==> src/sv/absd_pkg.sv <==
package absd_pkg;

    localparam int unsigned FILE_SIZE_W = 31;
    localparam int unsigned SKIP_W      = 31;
    localparam int unsigned KEY_W       = 7;
    localparam int unsigned POS_A_W     = 5;
    localparam int unsigned POS_B_W     = 4;
    localparam int unsigned DIV_CNT_W   = 3;
    localparam int unsigned MOD_W       = 11;

    localparam logic KIND_DATA       = 1'b0;
    localparam logic KIND_REPOSITION = 1'b1;

    localparam logic REG_FILE_SIZE      = 1'b0;
    localparam logic REG_DECRYPT_ENABLE = 1'b1;

    localparam logic [POS_A_W-1:0]   POS_A_LAST  = 5'd19;
    localparam logic [POS_B_W-1:0]   POS_B_LAST  = 4'd11;
    localparam logic [POS_A_W-1:0]   POS_A_FIRST = 5'd1;
    localparam logic [POS_B_W-1:0]   POS_B_FIRST = 4'd1;
    localparam logic [DIV_CNT_W-1:0] KEY_MSB     = 3'd6;

    localparam logic [7:0] TAB_A [0:31] = '{
        8'h34, 8'h52, 8'h61, 8'h53, 8'h39, 8'h44, 8'h37, 8'h4B,
        8'h61, 8'h45, 8'h62, 8'h78, 8'h63, 8'h70, 8'h32, 8'h6F,
        8'h35, 8'h72, 8'h36, 8'h74, 8'h00, 8'h00, 8'h00, 8'h00,
        8'h00, 8'h00, 8'h00, 8'h00, 8'h00, 8'h00, 8'h00, 8'h00
    };

    localparam logic [7:0] TAB_B [0:15] = '{
        8'h33, 8'h74, 8'h52, 8'h61, 8'h55, 8'h78, 8'h4C, 8'h6D,
        8'h45, 8'h61, 8'h53, 8'h6E, 8'h00, 8'h00, 8'h00, 8'h00
    };

    typedef enum logic [1:0] {
        ST_IDLE,
        ST_DIV,
        ST_SKIP
    } state_t;

    typedef struct packed {
        logic [KEY_W-1:0]   key;
        logic [POS_A_W-1:0] pos_a;
        logic [POS_B_W-1:0] pos_b;
        logic               swap;
    } key_state_t;

    typedef struct packed {
        logic load_data;
        logic start_repos;
        logic div_step;
        logic skip_step;
    } cmd_t;

    typedef struct packed {
        logic decrypt_enable;
        logic div_last;
        logic skip_zero;
        logic skip_one;
    } status_t;

    // Remainder of a key number by a small constant, by shifted compare and subtract.
    function automatic logic [3:0] mod_small(input logic [KEY_W-1:0] v, input logic [3:0] d);
        logic [MOD_W-1:0] r;
        logic [MOD_W-1:0] sh;
        r = {{(MOD_W-KEY_W){1'b0}}, v};
        for (int i = KEY_W - 1; i >= 0; i--)
        begin
            sh = {{(MOD_W-4){1'b0}}, d} << i;
            if (r >= sh)
            begin
                r = r - sh;
            end
        end
        return r[3:0];
    endfunction

    function automatic key_state_t advance(input key_state_t s);
        key_state_t n;
        logic       pass_a;
        logic       pass_b;
        n       = s;
        n.pos_a = s.pos_a + POS_A_FIRST;
        n.pos_b = s.pos_b + POS_B_FIRST;
        pass_a  = n.pos_a > POS_A_LAST;
        pass_b  = n.pos_b > POS_B_LAST;
        if (!(pass_a && pass_b))
        begin
            if (pass_a)
            begin
                n.pos_a = POS_A_FIRST;
                n.swap  = ~n.swap;
            end
            if (pass_b)
            begin
                n.pos_b = POS_B_FIRST;
                n.swap  = ~n.swap;
            end
        end
        else
        begin
            n.key = s.key + 7'd1;
            if (s.swap)
            begin
                n.swap  = 1'b0;
                n.pos_a = {1'b0, mod_small(n.key, 4'd12)} + 5'd6;
                n.pos_b = mod_small(n.key, 4'd5) + 4'd4;
            end
            else
            begin
                n.swap  = 1'b1;
                n.pos_a = {1'b0, mod_small(n.key, 4'd15)} + 5'd3;
                n.pos_b = mod_small(n.key, 4'd7) + 4'd1;
            end
        end
        return n;
    endfunction

endpackage

==> src/sv/archive_byte_stream_decryptor.sv <==
// Each data byte appears in the cycle after acceptance; one byte a cycle while out_stall is low.
// A reposition request reseeds the key state (a bit-serial remainder of the key number) and
// then steps the keystream skip_count positions, one position a cycle.
// No request is accepted during a reposition; a disabled reposition finishes in its own cycle.
// An asynchronous active-low reset zeroes the key, resets its positions and sets decryption on.
module archive_byte_stream_decryptor
(
    input  logic                              clk,
    input  logic                              rst_n,
    input  logic                              cfg_write,
    input  logic                              cfg_index,
    input  logic [absd_pkg::FILE_SIZE_W-1:0]  cfg_data,
    input  logic                              in_valid,
    output logic                              in_stall,
    input  logic                              kind,
    input  logic [7:0]                        cipher_byte,
    input  logic [absd_pkg::SKIP_W-1:0]       skip_count,
    input  logic                              last_of_read,
    output logic                              out_valid,
    input  logic                              out_stall,
    output logic [7:0]                        plain_byte,
    output logic                              last_out
);

    absd_pkg::cmd_t    cmd;
    absd_pkg::status_t status;

    absd_ctrl u_ctrl
    (
        .clk       (clk),
        .rst_n     (rst_n),
        .in_valid  (in_valid),
        .kind      (kind),
        .out_stall (out_stall),
        .status    (status),
        .in_stall  (in_stall),
        .out_valid (out_valid),
        .cmd       (cmd)
    );

    absd_datapath u_datapath
    (
        .clk          (clk),
        .rst_n        (rst_n),
        .cfg_write    (cfg_write),
        .cfg_index    (cfg_index),
        .cfg_data     (cfg_data),
        .cipher_byte  (cipher_byte),
        .skip_count   (skip_count),
        .last_of_read (last_of_read),
        .cmd          (cmd),
        .status       (status),
        .plain_byte   (plain_byte),
        .last_out     (last_out)
    );

endmodule

==> src/sv/absd_ctrl.sv <==
module absd_ctrl
(
    input  logic               clk,
    input  logic               rst_n,
    input  logic               in_valid,
    input  logic               kind,
    input  logic               out_stall,
    input  absd_pkg::status_t  status,
    output logic               in_stall,
    output logic               out_valid,
    output absd_pkg::cmd_t     cmd
);

    absd_pkg::state_t state_reg;
    absd_pkg::state_t state_next;
    logic             out_valid_reg;
    logic             out_valid_next;
    logic             can_take;
    logic             in_acc;

    assign can_take  = (state_reg == absd_pkg::ST_IDLE) && (!out_valid_reg || !out_stall);
    assign in_acc    = in_valid && can_take;
    assign in_stall  = !can_take;
    assign out_valid = out_valid_reg;

    always_comb
    begin
        state_next = state_reg;
        unique case (state_reg)
            absd_pkg::ST_IDLE:
            begin
                if (cmd.start_repos)
                begin
                    state_next = absd_pkg::ST_DIV;
                end
            end
            absd_pkg::ST_DIV:
            begin
                if (status.div_last)
                begin
                    state_next = absd_pkg::ST_SKIP;
                end
            end
            absd_pkg::ST_SKIP:
            begin
                if (status.skip_zero || status.skip_one)
                begin
                    state_next = absd_pkg::ST_IDLE;
                end
            end
            default:
            begin
                state_next = absd_pkg::ST_IDLE;
            end
        endcase
    end

    always_comb
    begin
        cmd.load_data   = 1'b0;
        cmd.start_repos = 1'b0;
        cmd.div_step    = 1'b0;
        cmd.skip_step   = 1'b0;
        unique case (state_reg)
            absd_pkg::ST_IDLE:
            begin
                cmd.load_data   = in_acc && (kind == absd_pkg::KIND_DATA);
                cmd.start_repos = in_acc && (kind == absd_pkg::KIND_REPOSITION)
                                  && status.decrypt_enable;
            end
            absd_pkg::ST_DIV:
            begin
                cmd.div_step = 1'b1;
            end
            absd_pkg::ST_SKIP:
            begin
                cmd.skip_step = !status.skip_zero;
            end
            default:
            begin
                cmd.load_data = 1'b0;
            end
        endcase
    end

    always_comb
    begin
        if (cmd.load_data)
        begin
            out_valid_next = 1'b1;
        end
        else if (out_stall)
        begin
            out_valid_next = out_valid_reg;
        end
        else
        begin
            out_valid_next = 1'b0;
        end
    end

    always_ff @(posedge clk or negedge rst_n)
    begin
        if (!rst_n)
        begin
            state_reg     <= absd_pkg::ST_IDLE;
            out_valid_reg <= 1'b0;
        end
        else
        begin
            state_reg     <= state_next;
            out_valid_reg <= out_valid_next;
        end
    end

endmodule

==> src/sv/absd_datapath.sv <==
module absd_datapath
(
    input  logic                                 clk,
    input  logic                                 rst_n,
    input  logic                                 cfg_write,
    input  logic                                 cfg_index,
    input  logic [absd_pkg::FILE_SIZE_W-1:0]     cfg_data,
    input  logic [7:0]                           cipher_byte,
    input  logic [absd_pkg::SKIP_W-1:0]          skip_count,
    input  logic                                 last_of_read,
    input  absd_pkg::cmd_t                       cmd,
    output absd_pkg::status_t                    status,
    output logic [7:0]                           plain_byte,
    output logic                                 last_out
);

    logic [absd_pkg::FILE_SIZE_W-1:0] file_size_reg;
    logic [absd_pkg::FILE_SIZE_W-1:0] file_size_next;
    logic                             decrypt_enable_reg;
    logic                             decrypt_enable_next;
    absd_pkg::key_state_t             ks_reg;
    absd_pkg::key_state_t             ks_next;
    absd_pkg::key_state_t             ks_adv;
    logic [absd_pkg::SKIP_W-1:0]      skip_left_reg;
    logic [absd_pkg::SKIP_W-1:0]      skip_left_next;
    logic [3:0]                       rem_reg;
    logic [3:0]                       rem_next;
    logic [absd_pkg::DIV_CNT_W-1:0]   div_cnt_reg;
    logic [absd_pkg::DIV_CNT_W-1:0]   div_cnt_next;
    logic [7:0]                       plain_byte_reg;
    logic [7:0]                       plain_byte_next;
    logic                             last_out_reg;
    logic                             last_out_next;
    logic [absd_pkg::KEY_W-1:0]       seed_key;
    logic [4:0]                       trial;
    logic [3:0]                       trial_rem;
    logic [7:0]                       mixed;
    logic [7:0]                       swapped;

    assign seed_key = file_size_reg[8:2];
    assign ks_adv   = absd_pkg::advance(ks_reg);
    assign trial    = {rem_reg, ks_reg.key[div_cnt_reg]};
    assign trial_rem = (trial >= {1'b0, ks_reg.pos_b}) ? 4'(trial - {1'b0, ks_reg.pos_b})
                                                       : trial[3:0];
    assign mixed    = cipher_byte ^ absd_pkg::TAB_B[ks_reg.pos_b] ^ {1'b0, ks_reg.key};
    assign swapped  = ks_reg.swap ? {mixed[3:0], mixed[7:4]} : mixed;

    assign status.decrypt_enable = decrypt_enable_reg;
    assign status.div_last       = (div_cnt_reg == '0);
    assign status.skip_zero      = (skip_left_reg == '0);
    assign status.skip_one       = (skip_left_reg == absd_pkg::SKIP_W'(1));

    assign plain_byte = plain_byte_reg;
    assign last_out   = last_out_reg;

    always_comb
    begin
        file_size_next      = file_size_reg;
        decrypt_enable_next = decrypt_enable_reg;
        if (cfg_write)
        begin
            unique case (cfg_index)
                absd_pkg::REG_FILE_SIZE:      file_size_next      = cfg_data;
                absd_pkg::REG_DECRYPT_ENABLE: decrypt_enable_next = cfg_data[0];
                default:                      file_size_next      = file_size_reg;
            endcase
        end
    end

    always_comb
    begin
        ks_next         = ks_reg;
        skip_left_next  = skip_left_reg;
        rem_next        = rem_reg;
        div_cnt_next    = div_cnt_reg;
        plain_byte_next = plain_byte_reg;
        last_out_next   = last_out_reg;
        if (cmd.load_data)
        begin
            last_out_next = last_of_read;
            if (decrypt_enable_reg)
            begin
                plain_byte_next = swapped ^ absd_pkg::TAB_A[ks_reg.pos_a];
                ks_next         = ks_adv;
            end
            else
            begin
                plain_byte_next = cipher_byte;
            end
        end
        if (cmd.start_repos)
        begin
            ks_next.key    = seed_key;
            ks_next.pos_b  = absd_pkg::mod_small(seed_key, 4'd9) + 4'd1;
            ks_next.swap   = 1'b0;
            rem_next       = '0;
            div_cnt_next   = absd_pkg::KEY_MSB;
            skip_left_next = skip_count;
        end
        if (cmd.div_step)
        begin
            rem_next     = trial_rem;
            div_cnt_next = div_cnt_reg - 3'd1;
            if (status.div_last)
            begin
                ks_next.pos_a = {1'b0, trial_rem} + 5'd1;
            end
        end
        if (cmd.skip_step)
        begin
            ks_next        = ks_adv;
            skip_left_next = skip_left_reg - absd_pkg::SKIP_W'(1);
        end
    end

    always_ff @(posedge clk or negedge rst_n)
    begin
        if (!rst_n)
        begin
            file_size_reg      <= '0;
            decrypt_enable_reg <= 1'b1;
            ks_reg.key         <= '0;
            ks_reg.pos_a       <= absd_pkg::POS_A_FIRST;
            ks_reg.pos_b       <= absd_pkg::POS_B_FIRST;
            ks_reg.swap        <= 1'b0;
            skip_left_reg      <= '0;
            rem_reg            <= '0;
            div_cnt_reg        <= '0;
        end
        else
        begin
            file_size_reg      <= file_size_next;
            decrypt_enable_reg <= decrypt_enable_next;
            ks_reg             <= ks_next;
            skip_left_reg      <= skip_left_next;
            rem_reg            <= rem_next;
            div_cnt_reg        <= div_cnt_next;
        end
    end

    always_ff @(posedge clk)
    begin
        plain_byte_reg <= plain_byte_next;
        last_out_reg   <= last_out_next;
    end

endmodule

==> config.mk <==
export PLATFORM = sky130hd
export DESIGN_NAME = archive_byte_stream_decryptor
export DESIGN_NICKNAME = d
export VERILOG_FILES = /design/src/sv/absd_pkg.sv /design/src/sv/archive_byte_stream_decryptor.sv /design/src/sv/absd_ctrl.sv /design/src/sv/absd_datapath.sv
export SDC_FILE = /design/constraint.sdc
export NUM_CORES = 1
export LEC_CHECK = 0
export BUFFER_PORTS_ARGS = -buffer_cell sky130_fd_sc_hd__buf_2
export CAP_MARGIN = 20
export CORE_UTILIZATION = 55
export DETAILED_ROUTE_END_ITERATION = 10
export GPL_TIMING_DRIVEN = 0
export PLACE_DENSITY = 0.75
export SETUP_SLACK_MARGIN = 0.4
export SKIP_CTS_REPAIR_TIMING = 1
export SLEW_MARGIN = 25
export SYNTH_ARGS = -nofsm -noshare
export SYNTH_HDL_FRONTEND = slang
export SYNTH_SLANG_ARGS = --single-unit
==> constraint.sdc <==
create_clock -name clk -period 15 [get_ports clk]
set_input_delay 2.25 -clock clk [delete_from_list [all_inputs] [get_ports clk]]
set_output_delay 2.25 -clock clk [all_outputs]
set_load 0.02 [all_outputs]
* Yosys cells after proc, flatten, opt, wreduce, memory -nomap -nowiden
Memory sizes are Yosys's and may differ from the RTL's.
Cells that the tools add are included.
** Storage, ports and cells
- Input bits :: 78
- Memories :: 2
- ROM bits :: 384
- Bits in registers :: 77
- Output and inout bits :: 11
- Word-level logic and storage cells :: 217
** Cells by class
- Reductions and logical operators :: 23
- Magnitude comparators :: 28
- Bitwise operators :: 9
- Multiplexer cells :: 101
- Equality and inequality tests :: 7
- Add/subtract/negate cells :: 34
** Memories
- (name not given) :: depth 32, bits a word 8, rd ports 1, clocked after memory_dff 0, write ports 0, RTL line absd_datapath.sv:83 : plain_byte_next = swapped ^ absd_pkg::TAB_A[ks_reg.pos_a];
- (name not given) :: depth 16, bits a word 8, rd ports 1, clocked after memory_dff 0, write ports 0, RTL line absd_datapath.sv:45 : assign mixed = cipher_byte ^ absd_pkg::TAB_B[ks_reg.pos_b] ^ {1'b0, ks_reg.key};
** Operators with widths (count)
- 11-bit 2-to-1 mux :: 48
- 4-bit 2-to-1 mux :: 17
- 31-bit 2-to-1 mux :: 2
- 11-bit by 4-bit greater-or-equal comparator with 1-bit output, second input constant :: 5
- 11-bit by 5-bit greater-or-equal comparator with 1-bit output, second input constant :: 5
- 11-bit by 6-bit greater-or-equal comparator with 1-bit output, second input constant :: 5
- 11-bit by 5-bit subtractor with 11-bit output, second input constant :: 5
- 11-bit by 6-bit subtractor with 11-bit output, second input constant :: 5
- 17-bit 2-to-1 mux :: 3
- 8-bit 2-to-1 mux :: 6
- 7-bit by 7-bit subtractor with 8-bit output, second input constant :: 5
- 7-bit greater-or-equal comparator, second input constant :: 5
- 31-bit by 1-bit equality test with 1-bit output, second input constant :: 1
- 31-bit logical NOT :: 1
- 31-bit by 1-bit subtractor with 31-bit output, second input constant :: 1
- 5-bit 2-to-1 mux :: 5
- 11-bit by 3-bit greater-or-equal comparator with 1-bit output, second input constant :: 2
- 11-bit by 4-bit subtractor with 11-bit output, second input constant :: 2
- 10-bit 2-to-1 mux :: 2
- 8-bit bitwise XOR :: 2
- 7-bit 2-to-1 mux :: 2
- 4-bit by 1-bit adder with 4-bit output, second input constant :: 3
- 4-bit subtractor, second input constant :: 3
- 1-bit 2-to-1 mux :: 9
- 36 further kinds :: 58

* Longest topological paths before layout
Gate-level depths: netlist (run 1).
- Depth after elaboration :: 29
- Mapped depth :: 39
- Gate-level depth less buffers :: 36

* By module
Synthesis (run 1) repeated with hierarchy kept, for this count alone.
** Second synthesis, totals
- Cells, all modules :: 1222
- Area, all modules :: 9680.5 um^2
** Modules (own cells, without submodules)
- absd_datapath :: instances 1, cells each 1205, seq. area each 1850.5 um^2, area each 9511.6 um^2
- absd_ctrl :: instances 1, cells each 17, seq. area each 75.1 um^2, area each 168.9 um^2

* Least setup slack after synthesis (run 1)
Ideal clock, no wire load.
- Kind :: flip-flop to flip-flop
- Start :: reg u_datapath.ks_reg[10] in the netlist's numbering
- End :: reg u_datapath.ks_reg[2] in the netlist's numbering
- Buffers on the path :: 3
- Data required time :: 14.876 ns
- Library setup time :: 0.124 ns
- Path slack :: 7.567 ns
- Clock period less this slack :: 7.433 ns
- Cell stages (with the launch flop) :: 34
- Data arrival time :: 7.309 ns
- Cells stage by stage :: dfrtp_1 ha_1 and3_1 xnor2_2 inv_2 ha_1 inv_1 ha_1 clkbuf_1 a211o_1 o211ai_1 and2_1 ha_1 o21a_1 ha_1 clkbuf_1 o31a_1 a21oi_1 ha_1 nand4_1 and3_1 buf_4 xnor2_1 ha_1 or2_2 mux2i_1 or4_1 o21ai_0 nand2_1 ha_1 a211o_1 a211oi_1 mux2i_1 o21ai_1
** Between the ends
- Longest elaborated chain between the ends :: 28
- Elaborated cells between the ends (all ways) :: 59
- Those cells by class :: add/sub (13); order compare (10); mux (36)
** RTL lines
- start: declaration :: RTL line absd_datapath.sv:21 : absd_pkg::key_state_t ks_reg;
- start signal: assignment :: RTL line absd_datapath.sv:134 : ks_reg <= ks_next;
- 7-bit by 1-bit adder with 7-bit output * :: RTL line absd_pkg.sv:102 : n.key = s.key + 7'd1;
- 7-bit by 7-bit subtractor with 8-bit output / 7-bit greater-or-equal comparator (equally long branches) :: RTL line absd_pkg.sv:72, absd_pkg.sv:70
- 11-bit 2-to-1 mux :: RTL line absd_pkg.sv:70 : if (r >= sh)
- 11-bit 2-to-1 mux :: RTL line absd_pkg.sv:103 : if (s.swap)
- 11-bit 2-to-1 mux :: RTL line absd_pkg.sv:87 : if (!(pass_a && pass_b))
- 11-bit by 6-bit subtractor with 11-bit output / 11-bit by 6-bit greater-or-equal comparator with 1-bit output (equally long branches) :: RTL line absd_pkg.sv:72, absd_pkg.sv:70
- 11-bit 2-to-1 mux :: RTL line absd_pkg.sv:70
- 11-bit 2-to-1 mux :: RTL line absd_pkg.sv:103
- [... 12 more ...]
- 4-bit 2-to-1 mux :: RTL line absd_pkg.sv:87
- 4-bit by 1-bit adder with 4-bit output / 4-bit by 3-bit adder with 4-bit output (equally long branches) :: RTL line absd_pkg.sv:113, absd_pkg.sv:107
- 10-bit 2-to-1 mux * :: RTL line absd_pkg.sv:103
- 10-bit 2-to-1 mux * :: RTL line absd_pkg.sv:87
- 17-bit 2-to-1 mux :: RTL line absd_datapath.sv:81 : if (decrypt_enable_reg)
- 17-bit 2-to-1 mux :: RTL line absd_datapath.sv:78 : if (cmd.load_data)
- 5-bit 2-to-1 mux :: RTL line absd_datapath.sv:91 : if (cmd.start_repos)
- 17-bit 2-to-1 mux * :: RTL line absd_datapath.sv:109 : if (cmd.skip_step)
Every way passes the cells marked *; elsewhere a longest branch is shown, timed or not. The select of a mux whose other input is x is not followed.
A chain may end at the register's enable or synchronous reset.

* Final worst setup path (run 1)
- Start :: reg u_datapath.ks_reg[10] in the netlist's numbering
- End :: reg u_datapath.ks_reg[3] in the netlist's numbering
Same word-level chain as after synthesis.

==> impl_metrics.json, run 1 <==
{
  "synth-edff-count": 9,
  "io_pins": 89,
  "final_core_util": 0.6249,
  "grt_pass1_vias": 9271,
  "grt_util_met2": 0.5072,
  "synth_cells": 1235,
  "slew_headroom": 0.2692,
  "synthesis.area_um2": 9564,
  "critPathRequiredTime_ns": 15.26,
  "reg2reg_slack_ns": 5.88,
  "drtIter0Drc": 916,
  "die_area_um2": 17920,
  "preCtsSetupSlack_ns": 6.103,
  "max_stage_delay_ns": 0.81,
  "num_rows": 47,
  "yosys.area.top_type": "dfrtp_1",
  "cts_sinks": 75,
  "synthFlopType": "dfrtp_1",
  "n_antenna_cell": 0,
  "grt_use_total": 0.3125,
  "die_w_um": 133.9,
  "htree_levels": 3,
  "use_met1": 0.4189,
  "largest_reg_flops": 31,
  "combPwrFrac": 0.246,
  "maxCapViolCount": 0,
  "grt_busiest_layer": "met2",
  "yosys-top-cells-count": "nand2_1, nor2_1, o21ai_0",
  "vias": 10040,
  "fillers": 1547,
  "r2r-start": "u_datapath.ks_reg[10]",
  "synth_seq_area_share": 0.2013,
  "grt_max_degree": 53,
  "nets": 1458,
  "ir_drop_uv": 79.26,
  "cts_buffers": 9,
  "wirelength_mm": 27.76,
  "ant_nets": 0,
  "worst-setup-path-type": "reg -> reg",
  "clk-insertion-delay-late_ns": 0.35,
  "r2r_cells": 31,
  "switching_share": 0.3113,
  "hp-class": "reg -> reg",
  "io_buffers": 65,
  "setup.worst_path.end": "u_datapath.ks_reg[3]",
  "timing.rr.end": "u_datapath.ks_reg[3]",
  "core_um2": 16760,
  "fin_crit_sh": 0.6080,
  "ys_ff_latch": 75,
  "grt_pass1_wl_mm": 45.51,
  "status": "finished, final reports clean",
  "startpoint": "u_datapath.ks_reg[10]",
  "yosys-top-cells-area": "dfrtp_1, ha_1, xnor2_1, nand2_1, nor2_1",
  "route.detailed.drc": 0,
  "crit_arrival_ns": 9.38,
  "place_congestion": 0.9318,
  "wl_per_cell_um": 18.06,
  "final.min_clock_period_ns": 9.120,
  "synth.top_cell.area_share": 0.1648,
  "rsz0062_at_grt": "false",
  "detail_route.first_pass.iterations": 6,
  "intPower_w": 0.0003810,
  "dp.cells": 1521,
  "syn-num-nets": 1381,
  "die_h_um": 133.9,
  "final_layout_size_suffix_gt1_frac": 0.1245,
  "async_flop_share": 0.8800,
  "fin_cells": 1537,
  "powerDensity_nw_per_um2": 52.81,
  "tightest_slew_ns": 1.069,
  "synth_cell_types": 106,
  "clk_pin_slew_ns": 0.07,
  "ys.warnings.count": 0,
  "max_clock_freq_mhz": 109.6,
  "setup-tns-final_ns": 0,
  "met3_usage": 0.04384,
  "p_sw_w": 0.0001722,
  "hpwl_mm": 21.14,
  "clkPwrFrac": 0.368,
  "antenna_found_initial": 1,
  "cts_max_path_buffers": 2,
  "crit_fanout": 10,
  "start_kind": "register",
  "vias_per_cell": 6.533,
  "setup_viol": 0,
  "final_max_slew_viol_count": 0,
  "cpMostUsedCell": "ha_1",
  "p_seq_frac": 0.386,
  "area_growth_pct": 9.511,
  "start_util": 0.5707,
  "root_buffer": "clkbuf_16",
  "setup_ws_ns": 5.880,
  "cts_tree": "built",
  "cp_slowest_cell": "a2111oi_0",
  "synth_area_per_cell_um2": 7.744,
  "final_hold_viol_count": 0,
  "clock_skew_ns": 0.01255,
  "overflow": 0,
  "yosysMostFrequentCell": "nand2_1",
  "critPathCaptureType": "register",
  "leakage_nw": 4.311
}
-- cell families (layout without fill, tap and decap cells) --
logic type | Yosys count | after routing | synth area share
AOI/OAI and AO/OA | 399 | 399 | 0.2968
buffers and inverters | 120 | 202 | 0.05010
DFF | 75 | 75 | 0.2013
muxes | 49 | 49 | 0.05612
adders and majority gates | 68 | 68 | 0.08974
and+or+nand+nor | 447 | 447 | 0.2338
xor gates and xnor gates | 77 | 77 | 0.07208
-- stage by stage --
step           total power, W  hold slack [ns]  instance area, um2
2_1_floorplan       0.0003136           0.4279                9564
3_5_place_dp        0.0003518           0.4533               10190
3_3_place_gp        0.0003496           0.4550               10160
5_1_grt             0.0005777           0.4898               10470
6_report            0.0005532           0.4658               10470
4_1_cts             0.0005528           0.4661               10470
-- per-layer routing --
layer	routed length (um)	vias to the layer above
met4	853	2
met3	1941	72
met2	12590	438
li1	-	4799
met1	12370	4730
met5	12	-
-- layout by cell type (no fill, tap or decap), types with 7 or more instances in the layout --
master	netlist	layout
a211o_1	9	9
a211oi_1	21	21
a21o_1	10	10
a21oi_1	67	67
a22oi_1	12	12
a31oi_1	15	15
and2_1	13	13
and3_1	16	16
buf_2	9	73
clkbuf_1	50	52
clkbuf_16	0	9
dfrtp_1	63	63
edfxtp_1	9	9
ha_1	67	67
inv_1	48	48
mux2_2	15	15
mux2i_1	30	30
nand2_1	114	114
nand2b_1	16	16
nand3_1	58	58
nand4_1	9	9
nor2_1	107	106
nor2b_1	9	9
nor3_1	34	34
nor4_1	7	7
o211ai_1	25	25
o21a_1	9	9
o21ai_0	80	80
o21ai_1	7	7
o22ai_1	12	12
o311ai_0	11	11
o31a_1	9	9
o31ai_1	13	12
or2_2	9	9
or3_1	17	17
xnor2_1	60	60
xor2_1	15	15
-- critical path, delay by kind of cell, from the launching register on --
family	cells	cell delay (ns)
flip-flops	1	0.48
XOR/XNOR	3	1.11
adder cells (fa/ha/maj)	7	1.96
AND/OR/NAND/NOR	5	1.36
AO/OA/AOI/OAI	9	2.29
buffers and inverters	4	0.81
multiplexers	3	1.02
-- power groups by stage --
stage | logic, W | registers, W | clock network [W]
final | 0.000136 | 0.000213 | 0.000203
after global routing | 0.000151 | 0.000214 | 0.000213
after global placement | 0.000132 | 0.000217 | 0
after detailed placement | 0.000135 | 0.000217 | 0
after floorplan | 0.0000979 | 0.000216 | 0
after CTS | 0.000136 | 0.000213 | 0.000204
-- cell type report --
| type | instances | area (um2) | share of cell area |
|---|---|---|---|
| Multi-Input combinational cell | 1040 | 7167 | 0.6843 |
| Sequential cell | 75 | 1926 | 0.1838 |
| Timing Repair Buffer | 66 | 355.3 | 0.03393 |
| Tap cell | 220 | 275.3 | 0.02628 |
| Buffer | 63 | 262.8 | 0.02509 |
| Clock buffer | 11 | 232.7 | 0.02222 |
| Inverter | 57 | 216.5 | 0.02067 |
| Clock inverter | 5 | 38.79 | 0.003703 |
-- worst min-delay path by stage --
| stage | startpoint | to | slack [ns] | cells past startpoint |
|---|---|---|---|---|
| 6_report | u_ctrl.state_reg[1] | u_ctrl.state_reg[0] | 0.47 | 1 |
| 2_1_floorplan | u_ctrl.state_reg[1] | u_ctrl.state_reg[0] | 0.43 | 1 |
| 5_1_grt | u_ctrl.state_reg[1] | u_ctrl.state_reg[0] | 0.49 | 1 |
| 4_1_cts | u_ctrl.state_reg[1] | u_ctrl.state_reg[0] | 0.47 | 1 |
| 3_5_place_dp | u_ctrl.state_reg[1] | u_ctrl.state_reg[0] | 0.45 | 1 |
| 3_3_place_gp | u_ctrl.state_reg[1] | u_ctrl.state_reg[0] | 0.46 | 1 |
Note: power is estimated with default switching activity, not from simulation.
==> run 2: changes to the inputs <==
Clock period 15 ns to 8.7 ns, I/O delays scaled along.
==> run 2 against run 1 <==
  * Core utilization increased by 2.2 points
  * Hold slack hardly changed
  * Wire length up 1.8%
  * Global-route usage unchanged
  * Total power grew 72%
  * Critical endpoint unchanged
  * Highest routed layer unchanged
==> impl_metrics.json, run 2 (synthesized netlist as in run 1, its figures left out) <==
{
  "status": "finished, final reports clean",
  "place_congestion": 0.9318,
  "crit_fanout": 11,
  "clock_skew_ns": 0.01296,
  "grt_pass1_wl_mm": 45.51,
  "io_pins": 89,
  "max_stage_delay_ns": 0.47,
  "slew_headroom": 0.2687,
  "clk_pin_slew_ns": 0.06,
  "vias_per_cell": 6.449,
  "rsz0062_at_grt": "false",
  "maxCapViolCount": 0,
  "grt_pass1_vias": 9271,
  "detail_route.first_pass.iterations": 5,
  "nets": 1479,
  "area_growth_pct": 13.40,
  "dp.cells": 1521,
  "fin_cells": 1558,
  "final_common_cell": "nand2_1",
  "grt_use_total": 0.3125,
  "core_um2": 16760,
  "start_util": 0.5707,
  "grt_max_degree": 53,
  "start_kind": "register",
  "fin_crit_sh": 0.9094,
  "clk-insertion-delay-late_ns": 0.35,
  "leakage_nw": 4.449,
  "htree_levels": 3,
  "drtIter0Drc": 875,
  "cp_slowest_cell": "or4_4",
  "n_antenna_cell": 0,
  "vias": 10050,
  "final_core_util": 0.6471,
  "die_w_um": 133.9,
  "num_rows": 47,
  "critPathRequiredTime_ns": 8.96,
  "cts_max_path_buffers": 2,
  "hp-class": "reg -> reg",
  "route.detailed.drc": 0,
  "final.min_clock_period_ns": 7.911,
  "io_buffers": 65,
  "setup-tns-final_ns": 0,
  "cts_buffers": 9,
  "p_total_w": 0.0009540,
  "ir_drop_uv": 135.1,
  "cts_tree": "built",
  "cpMostUsedCell": "ha_2",
  "die_h_um": 133.9,
  "setup_viol": 0,
  "antenna_found_initial": 1,
  "wirelength_mm": 28.26,
  "worst-setup-path-type": "reg -> reg",
  "critPathCaptureType": "register",
  "max_clock_freq_mhz": 126.4,
  "die_area_um2": 17920,
  "crit_arrival_ns": 8.17,
  "cts_sinks": 75,
  "final_cell_mix": "nand2_1, nor2_1, o21ai_0, buf_2, a21oi_1",
  "final_max_slew_viol_count": 0,
  "powerDensity_nw_per_um2": 87.96,
  "wl_per_cell_um": 18.14,
  "ant_nets": 0,
  "overflow": 0,
  "tightest_slew_ns": 1.069,
  "final_layout_size_suffix_gt1_frac": 0.1652,
  "hpwl_mm": 21.14,
  "final_hold_viol_count": 0,
  "largest_reg_flops": 31,
  "root_buffer": "clkbuf_16",
  "fillers": 1500
}
## run 2: cell count changes in the layout (fill, tap and decap cells not counted), sizes merged
cell      delta
buf         +20
clkbuf       +1
clkinv       -1
clkinvlp     +1
## run 2: area by class of cell
class,instances,area (um2),area share
timing repair buffer,87,513.0,0.04730
inverter,57,222.7,0.02054
multi-input combinational,1040,7357,0.6784
clock buffer,11,232.7,0.02146
buffer,63,279.0,0.02573
clock inverter,5,38.79,0.003576
sequential,75,1927,0.1777
tap,220,275.3,0.02538
## run 2: metrics by stage
| step | hold WS, ns | setup slack, ns | instance area [um2] |
|---|---|---|---|
| 4_1_cts | 0.4661 | -0.2581 | 10470 |
| 3_3_place_gp | 0.4550 | -0.1605 | 10160 |
| 2_1_floorplan | 0.4279 | 1.267 | 9564 |
| 3_5_place_dp | 0.4533 | -0.1970 | 10190 |
| 6_report | 0.4659 | 0.7886 | 10850 |
| 5_1_grt | 0.4898 | 0.3603 | 10850 |
## run 2: metal layers
| layer | part of all wire | wire length [um] | vias up | track usage |
|---|---|---|---|---|
| met3 | 0.064 | 1806 | 68 | 0.04384 |
| met1 | 0.45 | 12690 | 4736 | 0.4189 |
| met4 | 0.029 | 818 | 2 | 0.1225 |
| li1 | - | - | 4828 | - |
| met2 | 0.46 | 12930 | 414 | 0.5072 |
| met5 | 0.00042 | 12 | - | 0 |
## run 2: where the power goes
| part | switching [W] | internal, W |
|---|---|---|
| combinational | 0.000135 | 0.000101 |
| clock | 0.000155 | 0.000195 |
| sequential | 0.00000679 | 0.000361 |
## run 2: path summary, 6_finish.rpt
path / slack, ns / end / cells past startpoint / startpoint
min in group asynchronous: 0.82 / u_datapath.ks_reg[0] / 1 / rst_n
min: 0.47 / u_ctrl.state_reg[0] / 1 / u_ctrl.state_reg[1]
max: 0.79 / u_datapath.ks_reg[3] / 35 / u_datapath.ks_reg[10]
max reg2reg: 0.79 / u_datapath.ks_reg[3] / 35 / u_datapath.ks_reg[10]
max in group asynchronous: 7.29 / u_datapath.ks_reg[1] / 2 / rst_n
min reg2reg: 0.47 / u_ctrl.state_reg[0] / 1 / u_ctrl.state_reg[1]
## run 2: worst max-delay path: cells and delay by family, from the launching register on
| family | cells | cell delay [ns] |
|---|---|---|
| simple gates | 8 | 1.74 |
| fa+ha+maj | 7 | 1.72 |
| flops | 1 | 0.46 |
| buf+inv | 6 | 1.01 |
| mux | 3 | 1.01 |
| compound gates | 8 | 1.26 |
| xor+xnor | 3 | 0.61 |
==> run 3: changes to the inputs <==
Settings changed: SYNTH_HIERARCHICAL set to 1.
==> run 3 against run 2 <==
  * Via count down 1.7%
  * Synthesized area up 1.2%
  * Highest routed layer is now met4
  * Sequential share of layout area down 0.21 points
  * Wire length down 1.4%
==> impl_metrics.json, run 3 <==
{
  "reg2reg_slack_ns": 0.69,
  "num_rows": 48,
  "maxCapViolCount": 0,
  "io_pins": 89,
  "place_congestion": 0.9622,
  "final_common_cell": "nor2_1",
  "cts_buffers": 9,
  "hpwl_mm": 20.66,
  "hold_end": "u_ctrl/out_valid",
  "max_stage_delay_ns": 0.49,
  "yosys-top-cells-area": "dfrtp_1, ha_1, xnor2_1, a21oi_1, nor2_1",
  "final.min_clock_period_ns": 8.010,
  "final_hold_viol_count": 0,
  "placed_area_um2": 10320,
  "synth_area_per_cell_um2": 7.922,
  "root_buffer": "clkbuf_16",
  "cpMostUsedCell": "ha_1",
  "cts_max_path_buffers": 2,
  "timing.rr.end": "u_datapath/ks_reg[3]",
  "nets": 1466,
  "overflow": 0,
  "grt_use_total": 0.3057,
  "die_area_um2": 18140,
  "yosys.area.top_type": "dfrtp_1",
  "fin_cells": 1551,
  "async_flop_share": 0.8800,
  "cts_tree": "built",
  "htree_levels": 3,
  "cp_slowest_cell": "or4_1",
  "holdPathStages": 2,
  "yosysMostFrequentCell": "nor2_1",
  "synthFlopType": "dfrtp_1",
  "dp.cells": 1513,
  "hp-class": "reg -> reg",
  "highest_layer": "met4",
  "route.detailed.drc": 0,
  "critPathRequiredTime_ns": 8.97,
  "crit_fanout": 10,
  "core_um2": 17240,
  "grt_pass1_wl_mm": 44.63,
  "ant_nets": 0,
  "wirelength_mm": 27.86,
  "n_antenna_cell": 0,
  "die_w_um": 134.7,
  "wl_per_cell_um": 17.96,
  "final_layout_size_suffix_gt1_frac": 0.1750,
  "hp-start": "u_ctrl/out_valid",
  "die_h_um": 134.7,
  "start_util": 0.5616,
  "ys_ff_latch": 75,
  "worst-setup-path-type": "reg -> reg",
  "setup_viol": 0,
  "wl_met1_mm": 12.37,
  "syn-num-nets": 1367,
  "wl_met3_mm": 1.894,
  "clock_skew_ns": 0.006772,
  "final_max_slew_viol_count": 0,
  "antenna_found_initial": 0,
  "grt_pass1_vias": 9025,
  "r2r-start": "u_datapath/ks_reg[10]",
  "finalInstanceArea_um2": 10980,
  "crit_arrival_ns": 8.28,
  "clk-insertion-delay-late_ns": 0.34,
  "final_cell_mix": "nor2_1, nand2_1, a21oi_1, buf_2, o21ai_0",
  "io_buffers": 65,
  "ys.warnings.count": 6,
  "critPathCaptureType": "register",
  "synth_cell_types": 109,
  "setup-tns-final_ns": 0,
  "rsz0062_at_grt": "false",
  "clk_pin_slew_ns": 0.06,
  "vias": 9874,
  "synth_seq_area_share": 0.1989,
  "max_clock_freq_mhz": 124.8,
  "synthesis.area_um2": 9681,
  "detail_route.first_pass.iterations": 5,
  "start_kind": "register",
  "synth.top_cell.area_share": 0.1629,
  "tightest_slew_ns": 1.021,
  "largest_reg_flops": 31,
  "fin_crit_sh": 0.9207,
  "r2r_cells": 36,
  "status": "finished, final reports clean",
  "wl_met2_mm": 12.91,
  "drtIter0Drc": 670,
  "vias_per_cell": 6.366,
  "yosys-top-cells-count": "nor2_1, nand2_1, a21oi_1",
  "cts_sinks": 75,
  "area_growth_pct": 13.42,
  "slew_headroom": 0.3180,
  "synth_cells": 1222,
  "synth-edff-count": 9,
  "grt_max_degree": 49
}
[run 3: cell count changes in the layout (fill, tap and decap cells not counted), sizes merged, moves of 7 or more]
| cell | previous run | this run |
|---|---|---|
| nand3 | 60 | 41 |
| nor2b | 9 | 28 |
| xor2 | 15 | 33 |
| clkbuf | 62 | 49 |
| a21oi | 70 | 82 |
| o211ai | 25 | 14 |
| o311ai | 16 | 5 |
| nand2 | 114 | 104 |
| or3 | 17 | 7 |
| buf | 99 | 108 |
| a31oi | 16 | 24 |
| a22oi | 13 | 6 |
| mux2i | 30 | 37 |
[run 3: worst max-delay path by stage]
stage / startpoint / to / slack, ns / cells past startpoint
after floorplan: u_datapath/ks_reg[11] / u_datapath/ks_reg[4] / 1.0 / 40
after global placement: u_datapath/ks_reg[11] / u_datapath/ks_reg[4] / -0.51 / 40
after detailed placement: u_datapath/ks_reg[11] / u_datapath/ks_reg[3] / -0.63 / 40
after CTS: u_datapath/ks_reg[11] / u_datapath/ks_reg[4] / -0.68 / 40
after global routing: u_datapath/ks_reg[10] / u_datapath/ks_reg[3] / 0.30 / 36
final: u_datapath/ks_reg[10] / u_datapath/ks_reg[3] / 0.69 / 36
[run 3: cell type report]
type                       count  area (um2)
buffer                        59       282.8
inverter                      59       224.0
multi-input combinational   1029        7440
sequential                    75        1928
timing repair buffer          88       520.5
tap                          225       281.5
fill                        1480        6257
clock inverter                 6       63.81
clock buffer                  10       239.0
[run 3: critical path: cells and delay by family (launching register included)]
kind | cells | cell delay, ns
AO/OA/AOI/OAI | 9 | 2.13
adder cells (fa/ha/maj) | 9 | 2.03
AND/OR/NAND/NOR | 7 | 1.24
buffers and inverters | 7 | 1.05
XOR/XNOR | 3 | 0.62
flip-flops | 1 | 0.43
multiplexers | 1 | 0.38
[run 3: kinds of logic after synthesis]
| kind of cell | after synthesis | share of synthesized area |
|---|---|---|
| DFF | 75 | 0.1989 |
| buffers and inverters | 118 | 0.05092 |
| muxes | 57 | 0.06462 |
| and+or+nand+nor | 437 | 0.2311 |
| AOI/OAI and AO/OA | 374 | 0.2774 |
| adders and majority gates | 67 | 0.08737 |
| xor gates and xnor gates | 94 | 0.08970 |
[run 3: per-stage QoR]
stage | setup WS [ns] | hold slack, ns | utilization
global route | 0.3021 | 0.5379 | 0.6370
detailed placement | -0.6268 | 0.5105 | 0.5986
global placement | -0.5135 | 0.4850 | 0.5968
floorplan | 0.9967 | 0.4924 | -
finish | 0.6898 | 0.5323 | 0.6370
CTS | -0.6780 | 0.5209 | 0.6161
[run 3: metal layers]
| layer | GRT usage | vias up |
|---|---|---|
| met5 | 0 | - |
| met4 | 0.1199 | 0 |
| met3 | 0.04655 | 51 |
| met2 | 0.4917 | 370 |
| met1 | 0.4113 | 4710 |
| li1 | - | 4743 |
Power of run 3 is left out: the tool's default activity adds up to more than one toggle a clock period on the data nets, which glitch-free logic cannot reach.
